### config.mk
export PLATFORM = sky130hd
export DESIGN_NAME = dda_line_tile_rasterizer_flat
export DESIGN_NICKNAME = d
export VERILOG_FILES = /design/src/design/dltr_pkg.sv /design/src/design/dltr_stream_if.sv /design/src/design/dltr_div.sv /design/src/design/dltr_ctrl.sv /design/src/design/dltr_dp.sv /design/src/design/dda_line_tile_rasterizer.sv /design/src/flat_wrapper.sv
export SDC_FILE = /design/constraint.sdc
export NUM_CORES = 1
export LEC_CHECK = 0
export BUFFER_PORTS_ARGS = -buffer_cell sky130_fd_sc_hd__buf_4
export CAP_MARGIN = 25
export CORE_MARGIN = 1.5
export CORE_UTILIZATION = 31
export CTS_CLUSTER_SIZE = 25
export DETAILED_ROUTE_END_ITERATION = 6
export PLACE_DENSITY = 0.55
export SETUP_SLACK_MARGIN = 0.15
export SLEW_MARGIN = 20
export SYNTH_ARGS = -nofsm -noshare
export SYNTH_HDL_FRONTEND = slang
export SYNTH_SLANG_ARGS = --single-unit
### constraint.sdc
create_clock -name clk -period 2.03 [get_ports clk]
set_clock_uncertainty 0.2 [all_clocks]
set_input_delay 0.203 -clock clk [delete_from_list [all_inputs] [get_ports clk]]
set_output_delay 0.203 -clock clk [all_outputs]
set_load 0.005 [all_outputs]
### src/design/dltr_pkg.sv
// dltr_pkg: types, constants and controller codes for the dda line tile rasterizer
// used by every module of the block
// no dependencies
`default_nettype none

package dltr_pkg;

	localparam int COORD_W           = 16;
	localparam int COLS_W            = 7;
	localparam int TILE_SHIFT        = 3;
	localparam int MAX_PIXELS_DEF    = 64;
	localparam int FRACTION_BITS_DEF = 13;
	localparam int PROD_W            = COLS_W + COORD_W - TILE_SHIFT;

	localparam logic [COLS_W-1:0] COLS_RESET = COLS_W'(48);

	typedef logic [COLS_W-1:0] cfg_t;

	typedef struct packed {
		logic signed [COORD_W-1:0] start_x;
		logic signed [COORD_W-1:0] start_y;
		logic signed [COORD_W-1:0] start_parallax;
		logic signed [COORD_W-1:0] end_x;
		logic signed [COORD_W-1:0] end_y;
		logic signed [COORD_W-1:0] end_parallax;
	} line_t;

	typedef struct packed {
		logic [COORD_W-1:0] pixel_x;
		logic [COORD_W-1:0] pixel_y;
		logic [COORD_W-1:0] tile_index;
		logic               truncated;
		logic               last;
	} pixel_t;

	typedef enum logic [3:0] {
		ST_IDLE,
		ST_DELTA,
		ST_ORDER,
		ST_MINOR_GO,
		ST_MINOR_WAIT,
		ST_PAR_GO,
		ST_PAR_WAIT,
		ST_STEP,
		ST_EMIT
	} state_t;

	typedef struct packed {
		logic load;
		logic delta;
		logic order;
		logic div_start;
		logic div_par;
		logic take_minor;
		logic take_par;
		logic step;
		logic emit;
	} cmd_t;

	typedef struct packed {
		logic zero_len;
		logic div_done;
		logic out_free;
		logic last_pix;
	} status_t;

endpackage

`default_nettype wire

### src/design/dltr_stream_if.sv
// dltr_stream_if: valid/ready channel carrying one payload type
// payload types come from dltr_pkg
`default_nettype none

interface dltr_stream_if #(
	parameter type payload_t = logic
);
	logic     valid;
	logic     ready;
	payload_t data;

	modport source (output valid, output data, input ready);
	modport sink (input valid, input data, output ready);
endinterface

`default_nettype wire

### src/design/dltr_div.sv
// dltr_div: restoring divider, one quotient bit per cycle
// unsigned dividend of W bits over a 16-bit divisor; uses dltr_pkg widths
`default_nettype none

module dltr_div #(
	parameter int W = dltr_pkg::FRACTION_BITS_DEF + dltr_pkg::COORD_W
) (
	input  wire logic                         clk,
	input  wire logic                         arst_n,
	input  wire logic                         start,
	input  wire logic [W-1:0]                 dividend,
	input  wire logic [dltr_pkg::COORD_W-1:0] divisor,
	output logic      [W-1:0]                 quotient,
	output logic                              done
);
	localparam int CNT_W = $clog2(W + 1);
	localparam int DW    = dltr_pkg::COORD_W;

	logic [W-1:0]     quo_q;
	logic [DW-1:0]    rem_q;
	logic [DW-1:0]    div_q;
	logic [CNT_W-1:0] cnt_q;
	logic             busy_q;
	logic             done_q;
	logic [DW:0]      rem_sh;
	logic             ge;
	logic [DW-1:0]    rem_nx;

	assign rem_sh = {rem_q, quo_q[W-1]};
	assign ge     = rem_sh >= {1'b0, div_q};
	assign rem_nx = ge ? DW'(rem_sh - {1'b0, div_q}) : rem_sh[DW-1:0];

	always_ff @(posedge clk or negedge arst_n) begin
		if (!arst_n) begin
			busy_q <= 1'b0;
			done_q <= 1'b0;
			cnt_q  <= '0;
		end else if (start) begin
			busy_q <= 1'b1;
			done_q <= 1'b0;
			cnt_q  <= CNT_W'(W);
		end else if (busy_q) begin
			cnt_q <= cnt_q - CNT_W'(1);
			if (cnt_q == CNT_W'(1)) begin
				busy_q <= 1'b0;
				done_q <= 1'b1;
			end
		end else begin
			done_q <= 1'b0;
		end
	end

	always_ff @(posedge clk) begin
		if (start) begin
			quo_q <= dividend;
			rem_q <= '0;
			div_q <= divisor;
		end else if (busy_q) begin
			quo_q <= {quo_q[W-2:0], ge};
			rem_q <= rem_nx;
		end
	end

	assign quotient = quo_q;
	assign done     = done_q;

endmodule

`default_nettype wire

### src/design/dltr_ctrl.sv
// dltr_ctrl: sequencer for one line: setup, two divisions, pixel walk
// drives dltr_pkg::cmd_t, reads dltr_pkg::status_t
`default_nettype none

module dltr_ctrl (
	input  wire logic              clk,
	input  wire logic              arst_n,
	input  wire logic              line_valid,
	output logic                   line_ready,
	input  wire dltr_pkg::status_t status,
	output dltr_pkg::cmd_t         cmd
);
	dltr_pkg::state_t state_q;
	dltr_pkg::state_t state_nx;

	always_ff @(posedge clk or negedge arst_n) begin
		if (!arst_n) begin
			state_q <= dltr_pkg::ST_IDLE;
		end else begin
			state_q <= state_nx;
		end
	end

	always_comb begin
		state_nx   = state_q;
		cmd        = '0;
		line_ready = 1'b0;
		unique case (state_q)
			dltr_pkg::ST_IDLE: begin
				line_ready = 1'b1;
				if (line_valid) begin
					cmd.load = 1'b1;
					state_nx = dltr_pkg::ST_DELTA;
				end
			end
			dltr_pkg::ST_DELTA: begin
				cmd.delta = 1'b1;
				state_nx  = dltr_pkg::ST_ORDER;
			end
			dltr_pkg::ST_ORDER: begin
				cmd.order = 1'b1;
				// both endpoints on the same pixel: no output at all
				state_nx  = status.zero_len ? dltr_pkg::ST_IDLE : dltr_pkg::ST_MINOR_GO;
			end
			dltr_pkg::ST_MINOR_GO: begin
				cmd.div_start = 1'b1;
				state_nx      = dltr_pkg::ST_MINOR_WAIT;
			end
			dltr_pkg::ST_MINOR_WAIT: begin
				if (status.div_done) begin
					cmd.take_minor = 1'b1;
					state_nx       = dltr_pkg::ST_PAR_GO;
				end
			end
			dltr_pkg::ST_PAR_GO: begin
				cmd.div_start = 1'b1;
				cmd.div_par   = 1'b1;
				state_nx      = dltr_pkg::ST_PAR_WAIT;
			end
			dltr_pkg::ST_PAR_WAIT: begin
				cmd.div_par = 1'b1;
				if (status.div_done) begin
					cmd.take_par = 1'b1;
					state_nx     = dltr_pkg::ST_STEP;
				end
			end
			dltr_pkg::ST_STEP: begin
				cmd.step = 1'b1;
				state_nx = dltr_pkg::ST_EMIT;
			end
			dltr_pkg::ST_EMIT: begin
				if (status.out_free) begin
					cmd.emit = 1'b1;
					if (status.last_pix) begin
						state_nx = dltr_pkg::ST_IDLE;
					end
				end
			end
			default: begin
				state_nx = dltr_pkg::ST_IDLE;
			end
		endcase
	end

endmodule

`default_nettype wire

### src/design/dltr_dp.sv
// dltr_dp: line setup, fixed-point step registers, walk accumulators, output register
// uses dltr_pkg types and dltr_div for the two step quotients
`default_nettype none

module dltr_dp #(
	parameter int MAX_PIXELS    = dltr_pkg::MAX_PIXELS_DEF,
	parameter int FRACTION_BITS = dltr_pkg::FRACTION_BITS_DEF
) (
	input  wire logic              clk,
	input  wire logic              arst_n,
	input  wire dltr_pkg::line_t   line,
	input  wire logic              cfg_we,
	input  wire dltr_pkg::cfg_t    cfg_data,
	input  wire dltr_pkg::cmd_t    cmd,
	output dltr_pkg::status_t      status,
	input  wire logic              out_ready,
	output logic                   out_valid,
	output dltr_pkg::pixel_t       pixel
);
	localparam int CW = dltr_pkg::COORD_W;
	localparam int W  = FRACTION_BITS + CW;
	localparam int IW = $clog2(MAX_PIXELS);
	localparam int TS = dltr_pkg::TILE_SHIFT;
	localparam int PW = dltr_pkg::PROD_W;
	localparam logic [W-1:0] ONE = W'(1) << FRACTION_BITS;

	dltr_pkg::line_t line_q;
	dltr_pkg::cfg_t  columns_q;

	logic [CW:0]   ddx_q, ddy_q, ddp_q;
	logic [CW-1:0] adp_q, bdp_q;

	logic          xmajor_q, mneg_q, pneg_q, cut_q;
	logic [CW-1:0] major_q, minor_q, pmag_q;
	logic [IW-1:0] last_idx_q, pix_q;

	logic [W-1:0] y_q, d_q;
	logic [W-1:0] step_x_q, step_y_q, par_step_q, step_d_q;

	logic         out_valid_q;
	dltr_pkg::pixel_t pixel_q;

	logic [CW-1:0] adx, ady, apm, major, sy, sd;
	logic          xmaj, swap, dx_pos, dy_pos, dp_pos, cut;
	logic [W-1:0]  dividend, quotient, q_signed;
	logic          div_done;
	logic [CW-1:0] px, py;
	logic [PW-1:0] prod;

	// register the request and the signed differences
	always_ff @(posedge clk) begin
		if (cmd.load) begin
			line_q <= line;
		end
		if (cmd.delta) begin
			ddx_q <= {line_q.end_x[CW-1], line_q.end_x} - {line_q.start_x[CW-1], line_q.start_x};
			ddy_q <= {line_q.end_y[CW-1], line_q.end_y} - {line_q.start_y[CW-1], line_q.start_y};
			ddp_q <= {line_q.end_parallax[CW-1], line_q.end_parallax}
				- {line_q.start_parallax[CW-1], line_q.start_parallax};
			adp_q <= line_q.start_x - line_q.start_parallax;
			bdp_q <= line_q.end_x - line_q.end_parallax;
		end
	end

	assign adx    = ddx_q[CW] ? CW'(-ddx_q) : ddx_q[CW-1:0];
	assign ady    = ddy_q[CW] ? CW'(-ddy_q) : ddy_q[CW-1:0];
	assign apm    = ddp_q[CW] ? CW'(-ddp_q) : ddp_q[CW-1:0];
	assign dx_pos = !ddx_q[CW] && (ddx_q != '0);
	assign dy_pos = !ddy_q[CW] && (ddy_q != '0);
	assign dp_pos = !ddp_q[CW] && (ddp_q != '0);
	assign xmaj   = ady <= adx;
	// walk always runs toward the larger major coordinate
	assign swap   = xmaj ? ddx_q[CW] : ddy_q[CW];
	assign major  = xmaj ? adx : ady;
	assign cut    = major >= CW'(MAX_PIXELS);
	assign sy     = swap ? line_q.end_y : line_q.start_y;
	assign sd     = swap ? bdp_q : adp_q;

	always_ff @(posedge clk) begin
		if (cmd.order) begin
			xmajor_q   <= xmaj;
			major_q    <= major;
			minor_q    <= xmaj ? ady : adx;
			pmag_q     <= apm;
			pneg_q     <= swap ? dp_pos : ddp_q[CW];
			mneg_q     <= xmaj ? (swap ? dy_pos : ddy_q[CW]) : (swap ? dx_pos : ddx_q[CW]);
			cut_q      <= cut;
			last_idx_q <= cut ? IW'(MAX_PIXELS - 1) : major[IW-1:0];
		end
	end

	assign dividend = {(cmd.div_par ? pmag_q : minor_q), {FRACTION_BITS{1'b0}}};

	dltr_div #(
		.W (W)
	) u_div (
		.clk      (clk),
		.arst_n   (arst_n),
		.start    (cmd.div_start),
		.dividend (dividend),
		.divisor  (major_q),
		.quotient (quotient),
		.done     (div_done)
	);

	// quotient truncates toward zero, sign applied afterwards
	assign q_signed = (cmd.take_par ? pneg_q : mneg_q) ? (~quotient + W'(1)) : quotient;

	always_ff @(posedge clk) begin
		if (cmd.take_minor) begin
			step_x_q <= xmajor_q ? ONE : q_signed;
			step_y_q <= xmajor_q ? q_signed : ONE;
		end
		if (cmd.take_par) begin
			par_step_q <= q_signed;
		end
		if (cmd.step) begin
			// x and parallax only ever appear as their difference
			step_d_q <= step_x_q - par_step_q;
		end
	end

	always_ff @(posedge clk) begin
		if (cmd.order) begin
			y_q   <= {sy, {FRACTION_BITS{1'b0}}};
			d_q   <= {sd, {FRACTION_BITS{1'b0}}};
			pix_q <= '0;
		end else if (cmd.emit) begin
			y_q   <= y_q + step_y_q;
			d_q   <= d_q + step_d_q;
			pix_q <= pix_q + IW'(1);
		end
	end

	always_ff @(posedge clk or negedge arst_n) begin
		if (!arst_n) begin
			columns_q <= dltr_pkg::COLS_RESET;
		end else if (cfg_we) begin
			columns_q <= cfg_data;
		end
	end

	assign px   = d_q[FRACTION_BITS +: CW];
	assign py   = y_q[FRACTION_BITS +: CW];
	assign prod = PW'(columns_q) * PW'(py >> TS);

	always_ff @(posedge clk or negedge arst_n) begin
		if (!arst_n) begin
			out_valid_q <= 1'b0;
		end else if (cmd.emit) begin
			out_valid_q <= 1'b1;
		end else if (out_ready) begin
			out_valid_q <= 1'b0;
		end
	end

	always_ff @(posedge clk) begin
		if (cmd.emit) begin
			pixel_q.pixel_x    <= px;
			pixel_q.pixel_y    <= py;
			pixel_q.tile_index <= CW'(prod) + CW'(px >> TS);
			pixel_q.truncated  <= cut_q;
			pixel_q.last       <= pix_q == last_idx_q;
		end
	end

	assign status.zero_len = (ddx_q == '0) && (ddy_q == '0);
	assign status.div_done = div_done;
	assign status.out_free = !out_valid_q || out_ready;
	assign status.last_pix = pix_q == last_idx_q;

	assign out_valid = out_valid_q;
	assign pixel     = pixel_q;

endmodule

`default_nettype wire

### src/design/dda_line_tile_rasterizer.sv
// dda line tile rasterizer: one line request in, one pixel request per walked pixel out.
// after the line is taken, the first pixel follows two setup states, two serial divisions
// of FRACTION_BITS+16 quotient bits with a start and a take step each, a step state and
// the first emit; then one pixel per cycle while the output is taken, at most MAX_PIXELS;
// next line taken right after the last emit, and a zero-length line gives no pixels.
// arst_n clears sequencer, output valid, divider; columns 48.
`default_nettype none

module dda_line_tile_rasterizer #(
	parameter int MAX_PIXELS    = dltr_pkg::MAX_PIXELS_DEF,
	parameter int FRACTION_BITS = dltr_pkg::FRACTION_BITS_DEF
) (
	input  wire logic      clk,
	input  wire logic      arst_n,
	dltr_stream_if.sink    line_in,
	dltr_stream_if.sink    cfg,
	dltr_stream_if.source  pixel_out
);
	dltr_pkg::cmd_t    cmd;
	dltr_pkg::status_t status;
	dltr_pkg::pixel_t  pixel;
	logic              line_ready;
	logic              out_valid;

	// register writes are always taken
	assign cfg.ready      = 1'b1;
	assign line_in.ready  = line_ready;
	assign pixel_out.valid = out_valid;
	assign pixel_out.data  = pixel;

	dltr_ctrl u_ctrl (
		.clk        (clk),
		.arst_n     (arst_n),
		.line_valid (line_in.valid),
		.line_ready (line_ready),
		.status     (status),
		.cmd        (cmd)
	);

	dltr_dp #(
		.MAX_PIXELS    (MAX_PIXELS),
		.FRACTION_BITS (FRACTION_BITS)
	) u_dp (
		.clk       (clk),
		.arst_n    (arst_n),
		.line      (line_in.data),
		.cfg_we    (cfg.valid),
		.cfg_data  (cfg.data),
		.cmd       (cmd),
		.status    (status),
		.out_ready (pixel_out.ready),
		.out_valid (out_valid),
		.pixel     (pixel)
	);

endmodule

`default_nettype wire
### src/flat_wrapper.sv
// flat-port wrapper written by rule: the top's interface ports become plain ports
module dda_line_tile_rasterizer_flat 
#(
	parameter int MAX_PIXELS    = dltr_pkg::MAX_PIXELS_DEF,
	parameter int FRACTION_BITS = dltr_pkg::FRACTION_BITS_DEF
)
  (clk, arst_n, line_in_valid, line_in_data, line_in_ready, cfg_valid, cfg_data, cfg_ready, pixel_out_valid, pixel_out_data, pixel_out_ready);
  dltr_stream_if line_in_i ();
  dltr_stream_if cfg_i ();
  dltr_stream_if pixel_out_i ();
  input  wire logic clk;
  input  wire logic arst_n;
  input wire logic [$bits(line_in_i.valid)-1:0] line_in_valid;
  input wire logic [$bits(line_in_i.data)-1:0] line_in_data;
  output wire logic [$bits(line_in_i.ready)-1:0] line_in_ready;
  input wire logic [$bits(cfg_i.valid)-1:0] cfg_valid;
  input wire logic [$bits(cfg_i.data)-1:0] cfg_data;
  output wire logic [$bits(cfg_i.ready)-1:0] cfg_ready;
  output wire logic [$bits(pixel_out_i.valid)-1:0] pixel_out_valid;
  output wire logic [$bits(pixel_out_i.data)-1:0] pixel_out_data;
  input wire logic [$bits(pixel_out_i.ready)-1:0] pixel_out_ready;
  assign line_in_i.valid = line_in_valid;
  assign line_in_i.data = line_in_data;
  assign line_in_ready = line_in_i.ready;
  assign cfg_i.valid = cfg_valid;
  assign cfg_i.data = cfg_data;
  assign cfg_ready = cfg_i.ready;
  assign pixel_out_valid = pixel_out_i.valid;
  assign pixel_out_data = pixel_out_i.data;
  assign pixel_out_i.ready = pixel_out_ready;
  dda_line_tile_rasterizer #(.MAX_PIXELS(MAX_PIXELS), .FRACTION_BITS(FRACTION_BITS)) u_core (.clk(clk), .arst_n(arst_n), .line_in(line_in_i), .cfg(cfg_i), .pixel_out(pixel_out_i));
endmodule
==> results of run 1 <==
how the worst max path moves through the flow:
stage / from / slack (ns) / end / depth (start not counted)
6_report: u_core.u_ctrl.state_q[2] / 0.20 / u_core.u_dp.pix_q[3] / 3
5_1_grt: u_core.u_ctrl.state_q[2] / 0.17 / u_core.u_dp.pix_q[3] / 3
4_1_cts: u_core.u_ctrl.state_q[2] / 0.18 / u_core.u_dp.pix_q[3] / 3
3_5_place_dp: u_core.u_ctrl.state_q[2] / 0.22 / u_core.u_dp.pix_q[3] / 3
3_3_place_gp: u_core.u_ctrl.state_q[2] / 0.26 / u_core.u_dp.pix_q[3] / 3
2_1_floorplan: u_core.u_ctrl.state_q[3] / 0.18 / u_core.u_dp.pix_q[3] / 5
state kept, by name, indices dropped and copies added (netlist names):
signal,cells
u_core.u_dp.out_valid,1
u_core.u_dp.u_div.busy_q,1
u_core.u_dp.pix_q,6
u_core.u_dp.u_div.done,1
u_core.u_dp.pixel,1
u_core.u_ctrl.state_q,4
u_core.u_dp.u_div.cnt_q,5
critical path, delay by kind of cell, from the launching register on:
family / cells / cell delay (ns)
simple gates: 2 / 1.04
flops: 1 / 0.39
compound gates: 1 / 0.14
routing by layer:
layer	global-route usage [%]	wire [µm]	vias to the layer above	share of wire, %
li1	-	-	365	-
met1	14.4	834	351	49
met2	17.0	792	8	47
met3	2.64	43	4	2.5
met4	4.87	18	0	1.1
met5	0	0	-	0
cells by family after synthesis:
logic type | count (synthesis)
and+or+nand+nor | 43
other | 1
DFF | 19
AOI/OAI and AO/OA | 12
muxes | 4
xor gates and xnor gates | 5
buffers and inverters | 11
adders and majority gates | 4
layout make-up:
| class | count | area (µm²) | area share [%] |
|---|---|---|---|
| multi-input combinational | 69 | 479 | 42.9 |
| sequential | 19 | 450 | 40.4 |
| timing repair buffer | 13 | 100 | 8.97 |
| tap | 33 | 41.3 | 3.70 |
| clock buffer | 4 | 26.3 | 2.35 |
| inverter | 5 | 18.8 | 1.68 |
where the power goes:
group | leakage, nW | internal, mW | switching, mW
sequential | 0.203 | 0.508 | 0.108
clock | 0.0150 | 0.0764 | 0.113
combinational | 0.290 | 0.261 | 0.268
through the flow:
step,util (%),instances
finish,37.2,143
global route,37.2,143
global placement,35.4,138
floorplan,-,99
CTS,36.6,143
detailed placement,35.4,138
timing repair:
item,4_1_cts,5_1_grt
resized for setup,0,4
setup endpoints to repair,0,1
endpoints found under the hold margin,12,0
hold buffers,1,0
synth_stat cells (all sizes together), types with 3 or more instances:
| master | n |
|---|---|
| ha | 4 |
| o21ai | 4 |
| nand2 | 9 |
| xor2 | 3 |
| a21oi | 4 |
| nor2 | 4 |
| nand2b | 4 |
| clkbuf | 3 |
| nor4b | 4 |
| mux2i | 4 |
| buf | 3 |
| inv | 5 |
| dfrtp | 12 |
| nand3 | 5 |
| dfxtp | 6 |
==> results.yml, run 1 <==
worst_hold_path:
  min-delay-start: "line_in_valid"
  hold_depth: 3
  hold_class: "input pin to flip-flop"
  holdPathEnd: "u_core.u_ctrl.state_q[0]"
synthesis:
  yosys_warnings: 0
  ys_ff_latch: 19
  yosysTopAreaCell: "dfrtp_1"
  ys.flop_type: "dfrtp_1"
  ys_types: 34
  synth_top_family_by_area: "simple AND/OR/NAND/NOR gates"
  synth_xor_area_share_pct: 4.55
  synthAdderAreaFrac_pct: 5.19
  synth-compound-area-share_pct: 7.53
  synth_area_um2: 963
  syn_nets: 110
  synth-edff-count: 1
  yosysSeqAreaShare_pct: 46.8
  synth.area.top_cells: "dfrtp_1, dfxtp_1, ha_1"
  synthSimpleGateAreaFrac_pct: 26.2
  syn_inst: 99
  synth_mux_area_share_pct: 4.16
  ys_async_sr_fraction_pct: 63.2
  synth_top_area_share_pct: 31.2
  syn-mean-instance-area_um2: 9.73
sta:
  fmax_mhz: 547
  drv_slew: 0
  min_period_ns: 1.83
  fin_ws_ns: 0.201
  tns_ns: 0
  setup_violations: 0
  slew_headroom_pct: 50.3
  rsz0062_at_grt: "false"
  whs_ns: 0.00941
  tightest_slew_ns: 0.735
  period_share_pct: 90.1
  hold_viol: 0
critical_path:
  rrSetupSlack_ns: 0.20
  r2r_end: "u_core.u_dp.pix_q[3]"
  path_class: "flip-flop to flip-flop"
  rr_startpoint: "u_core.u_ctrl.state_q[2]"
  crit_slowest_cell: "or4b_4"
  worstPathCellList: "or4b_4 > or4_4 > a21oi_2"
  cp.arrival_ns: 1.86
  critPathMaxStageDelay_ns: 0.55
  worst_setup_path_end_kind: "flip-flop"
  critical_path.max_fanout: 2
  worst_setup_path_start_kind: "flip-flop"
  reg2reg_depth: 3
  cp_data_required_time_ns: 2.07
power_and_ir_drop:
  peakVddDrop_uv: 400
  leakagePower_nw: 0.508
  power.total_mw: 1.33
  powerDensity_mw_per_mm2: 1190
placement:
  place_ws_ns: 0.217
  dpl_cell_area_mm2: 0.00106
  portBuffers: 6
  dp_hpwl_um: 1230
  gp_congestion: 0.772
detailed_routing:
  postRouteAntennaNets: 0
  drt_wl_total_um: 1690
  wl_per_cell_um: 11.8
  drtPass1Iterations: 4
  vias: 728
  drtIter0Drc: 32
  drc: 0
  via_per_inst: 5.09
cts:
  clk_path_buf_depth: 2
  cts_buffers: 3
  cts_tree: "yes"
  root_buffer: "clkbuf_4"
  clkTransAtPathRegs_ns: 0.11
  postCtsSetupBuffers: 0
  cts_num_sinks: 19
  clock_latency_ns: 0.29
  h-tree-depth: 1
global_route:
  globalRouteOverflowTotal: 0
  grtUsageTotal_pct: 10.9
  antenna_found_initial: 0
  grt_max_degree: 13
  grt_pass1_wl_um: 2900
  grt_pass1_vias: 679
status:
  outcome: "finished clean"
die:
  die_h_um: 58.7
  num_rows: 20
  dieArea_mm2: 0.00345
  io_pins: 11
  initial_core_util_pct: 32.1
  coreArea_mm2: 0.00300
  die_x_um: 58.7
final_layout:
  fillers: 312
  mostFrequentLayoutCells: "buf_4, dfrtp_1, nand2_1"
  antenna_cells: 0
  area_delta_synth_final_pct: 15.8
  final_nets: 122
  fin_area_mm2: 0.00112
  drive_gt1_share_pct: 18.2
job:
  max-cap-violations: 0
Power figures use the tool's default switching activity.
==> inputs of run 2 (changes only) <==
Settings changed: CORE_UTILIZATION 31 to 45, GPL_TIMING_DRIVEN set to 0, PLACE_DENSITY 0.55 to 0.71.
==> results.yml, run 2 (same netlist as run 1, synthesis figures left out) <==
status:
  outcome: "finished clean"
global_route:
  grt_max_degree: 13
  grtUsageTotal_pct: 16.5
  grt_pass1_vias: 730
  grt_pass1_wl_um: 3060
  antenna_found_initial: 0
  globalRouteOverflowTotal: 0
power_and_ir_drop:
  p_sw_mw: 0.510
  p_int_mw: 0.840
  powerDensity_mw_per_mm2: 1180
  seqPwrFrac_pct: 45.6
  combPwrFrac_pct: 40.1
  peakVddDrop_uv: 568
  p_clk_share_pct: 14.3
  leakagePower_nw: 0.519
  p_sw_share_pct: 37.8
die:
  die_h_um: 49.3
  initial_core_util_pct: 48.6
  num_rows: 16
  io_pins: 11
  coreArea_mm2: 0.00198
  dieArea_mm2: 0.00243
  die_x_um: 49.3
detailed_routing:
  via_per_inst: 5.35
  drtPass1Iterations: 4
  drc: 0
  vias: 749
  wl_per_cell_um: 12.9
  drtIter0Drc: 17
  postRouteAntennaNets: 0
  drt_wl_total_um: 1800
placement:
  portBuffers: 6
  dp_hpwl_um: 1140
  place_inst: 132
  gp_congestion: 0.852
  place_ws_ns: 0.0219
critical_path:
  cp.arrival_ns: 1.89
  worstPathCellList: "or4b_1 > buf_6 > or4_4 > a21oi_2"
  worst_setup_path_start_kind: "flip-flop"
  critPathMaxStageDelay_ns: 0.53
  path_class: "flip-flop to flip-flop"
  critical_path.max_fanout: 2
  worst_setup_path_end_kind: "flip-flop"
  cp_data_required_time_ns: 2.07
  crit_slowest_cell: "or4b_1"
final_layout:
  regArea_um2: 450
  final_common_cell: "dfrtp_1"
  multi_input_area_um2: 494
  final_cells: 140
  top_register: "u_core.u_dp.pix_q"
  reg_top3: "u_core.u_dp.pix_q x6, u_core.u_dp.u_div.cnt_q x5, u_core.u_ctrl.state_q x4"
  fillers: 168
  final_nets: 125
  largest_register_ffs: 6
  mostFrequentLayoutCells: "dfrtp_1, nand2_1, buf_4"
  antenna_cells: 0
  drive_gt1_share_pct: 18.6
  area_delta_synth_final_pct: 19.1
  final_util_pct: 57.9
worst_hold_path:
  hold_class: "input pin to async pin"
cts:
  clock_latency_ns: 0.29
  cts_num_sinks: 19
  cts_tree: "yes"
  clkTransAtPathRegs_ns: 0.11
  clk_path_buf_depth: 2
  h-tree-depth: 1
  cts_buffers: 3
  root_buffer: "clkbuf_4"
job:
  max-cap-violations: 0
sta:
  fin_ws_ns: 0.184
  min_period_ns: 1.85
  tightest_slew_ns: 0.650
  hold_viol: 0
  period_share_pct: 90.9
  fmax_mhz: 542
  drv_slew: 0
  rsz0062_at_grt: "true"
  slew_headroom_pct: 56.1
  setup_violations: 0
  tns_ns: 0
[run 2: cell type report]
type | count | area share (%)
Sequential cell | 19 | 39.3
Multi-Input combinational cell | 69 | 43.1
Tap cell | 27 | 2.94
Clock buffer | 4 | 2.29
Timing Repair Buffer | 10 | 6.98
Buffer | 6 | 3.82
Inverter | 5 | 1.64
[run 2: repair_timing]
| item | in CTS | in global routing |
|---|---|---|
| endpoints found under the hold margin | 13 | 0 |
| endpoints found under the setup margin | 6 | 5 |
| cloned | 0 | 0 |
| hold buffers | 2 | 0 |
| setup buffers | 2 | 0 |
| resized for setup | 4 | 10 |
| pin swaps | 3 | 2 |
[run 2: routing by layer]
metal / global-route usage (%) / wire [µm] / vias up
met1: 22.5 / 884 / 360
met5: 0 / 0 / -
met4: 9.52 / 29 / 0
met3: 3.37 / 49 / 4
li1: - / - / 375
met2: 24.1 / 835 / 10
[run 2: worst max-delay path, delay by kind of cell, from the launching register on]
family | cells | cell delay (ns)
DFF | 1 | 0.38
buffers and inverters | 1 | 0.13
AOI/OAI and AO/OA | 1 | 0.13
and+or+nand+nor | 2 | 0.94
[run 2: final timing paths]
kind | start | to | slack, ns | depth (start not counted)
worst max-delay path | u_core.u_ctrl.state_q[2] | u_core.u_dp.pix_q[3] | 0.18 | 4
worst min-delay path | arst_n | u_core.u_dp.u_div.cnt_q[2] | 0.07 | 2
worst max register to register | u_core.u_ctrl.state_q[2] | u_core.u_dp.pix_q[3] | 0.18 | 4
worst min register to register | u_core.u_dp.pix_q[4] | u_core.u_dp.pix_q[4] | 0.28 | 1
max in group asynchronous | arst_n | u_core.u_dp.out_valid | 1.41 | 2
min in group clk | pixel_out_ready | u_core.u_dp.out_valid | 0.12 | 3
[run 2: metrics by stage]
stage / cell area [µm²] / power, mW / hold WS, ns
global route: 1150 / 1.48 / 0.103
floorplan: 963 / 0.988 / -0.293
detailed placement: 1040 / 1.12 / -0.150
global placement: 1040 / 1.09 / -0.153
finish: 1150 / 1.35 / 0.0728
CTS: 1120 / 1.33 / 0.0660
[run 2: power by group through the flow]
stage                     clock network (mW)  logic (mW)  registers, mW
after global placement                     0       0.482          0.611
after CTS                              0.198       0.520          0.610
after floorplan                            0       0.398          0.590
after detailed placement                   0       0.501          0.618
after global routing                   0.216       0.634          0.631
final                                  0.193       0.541          0.615
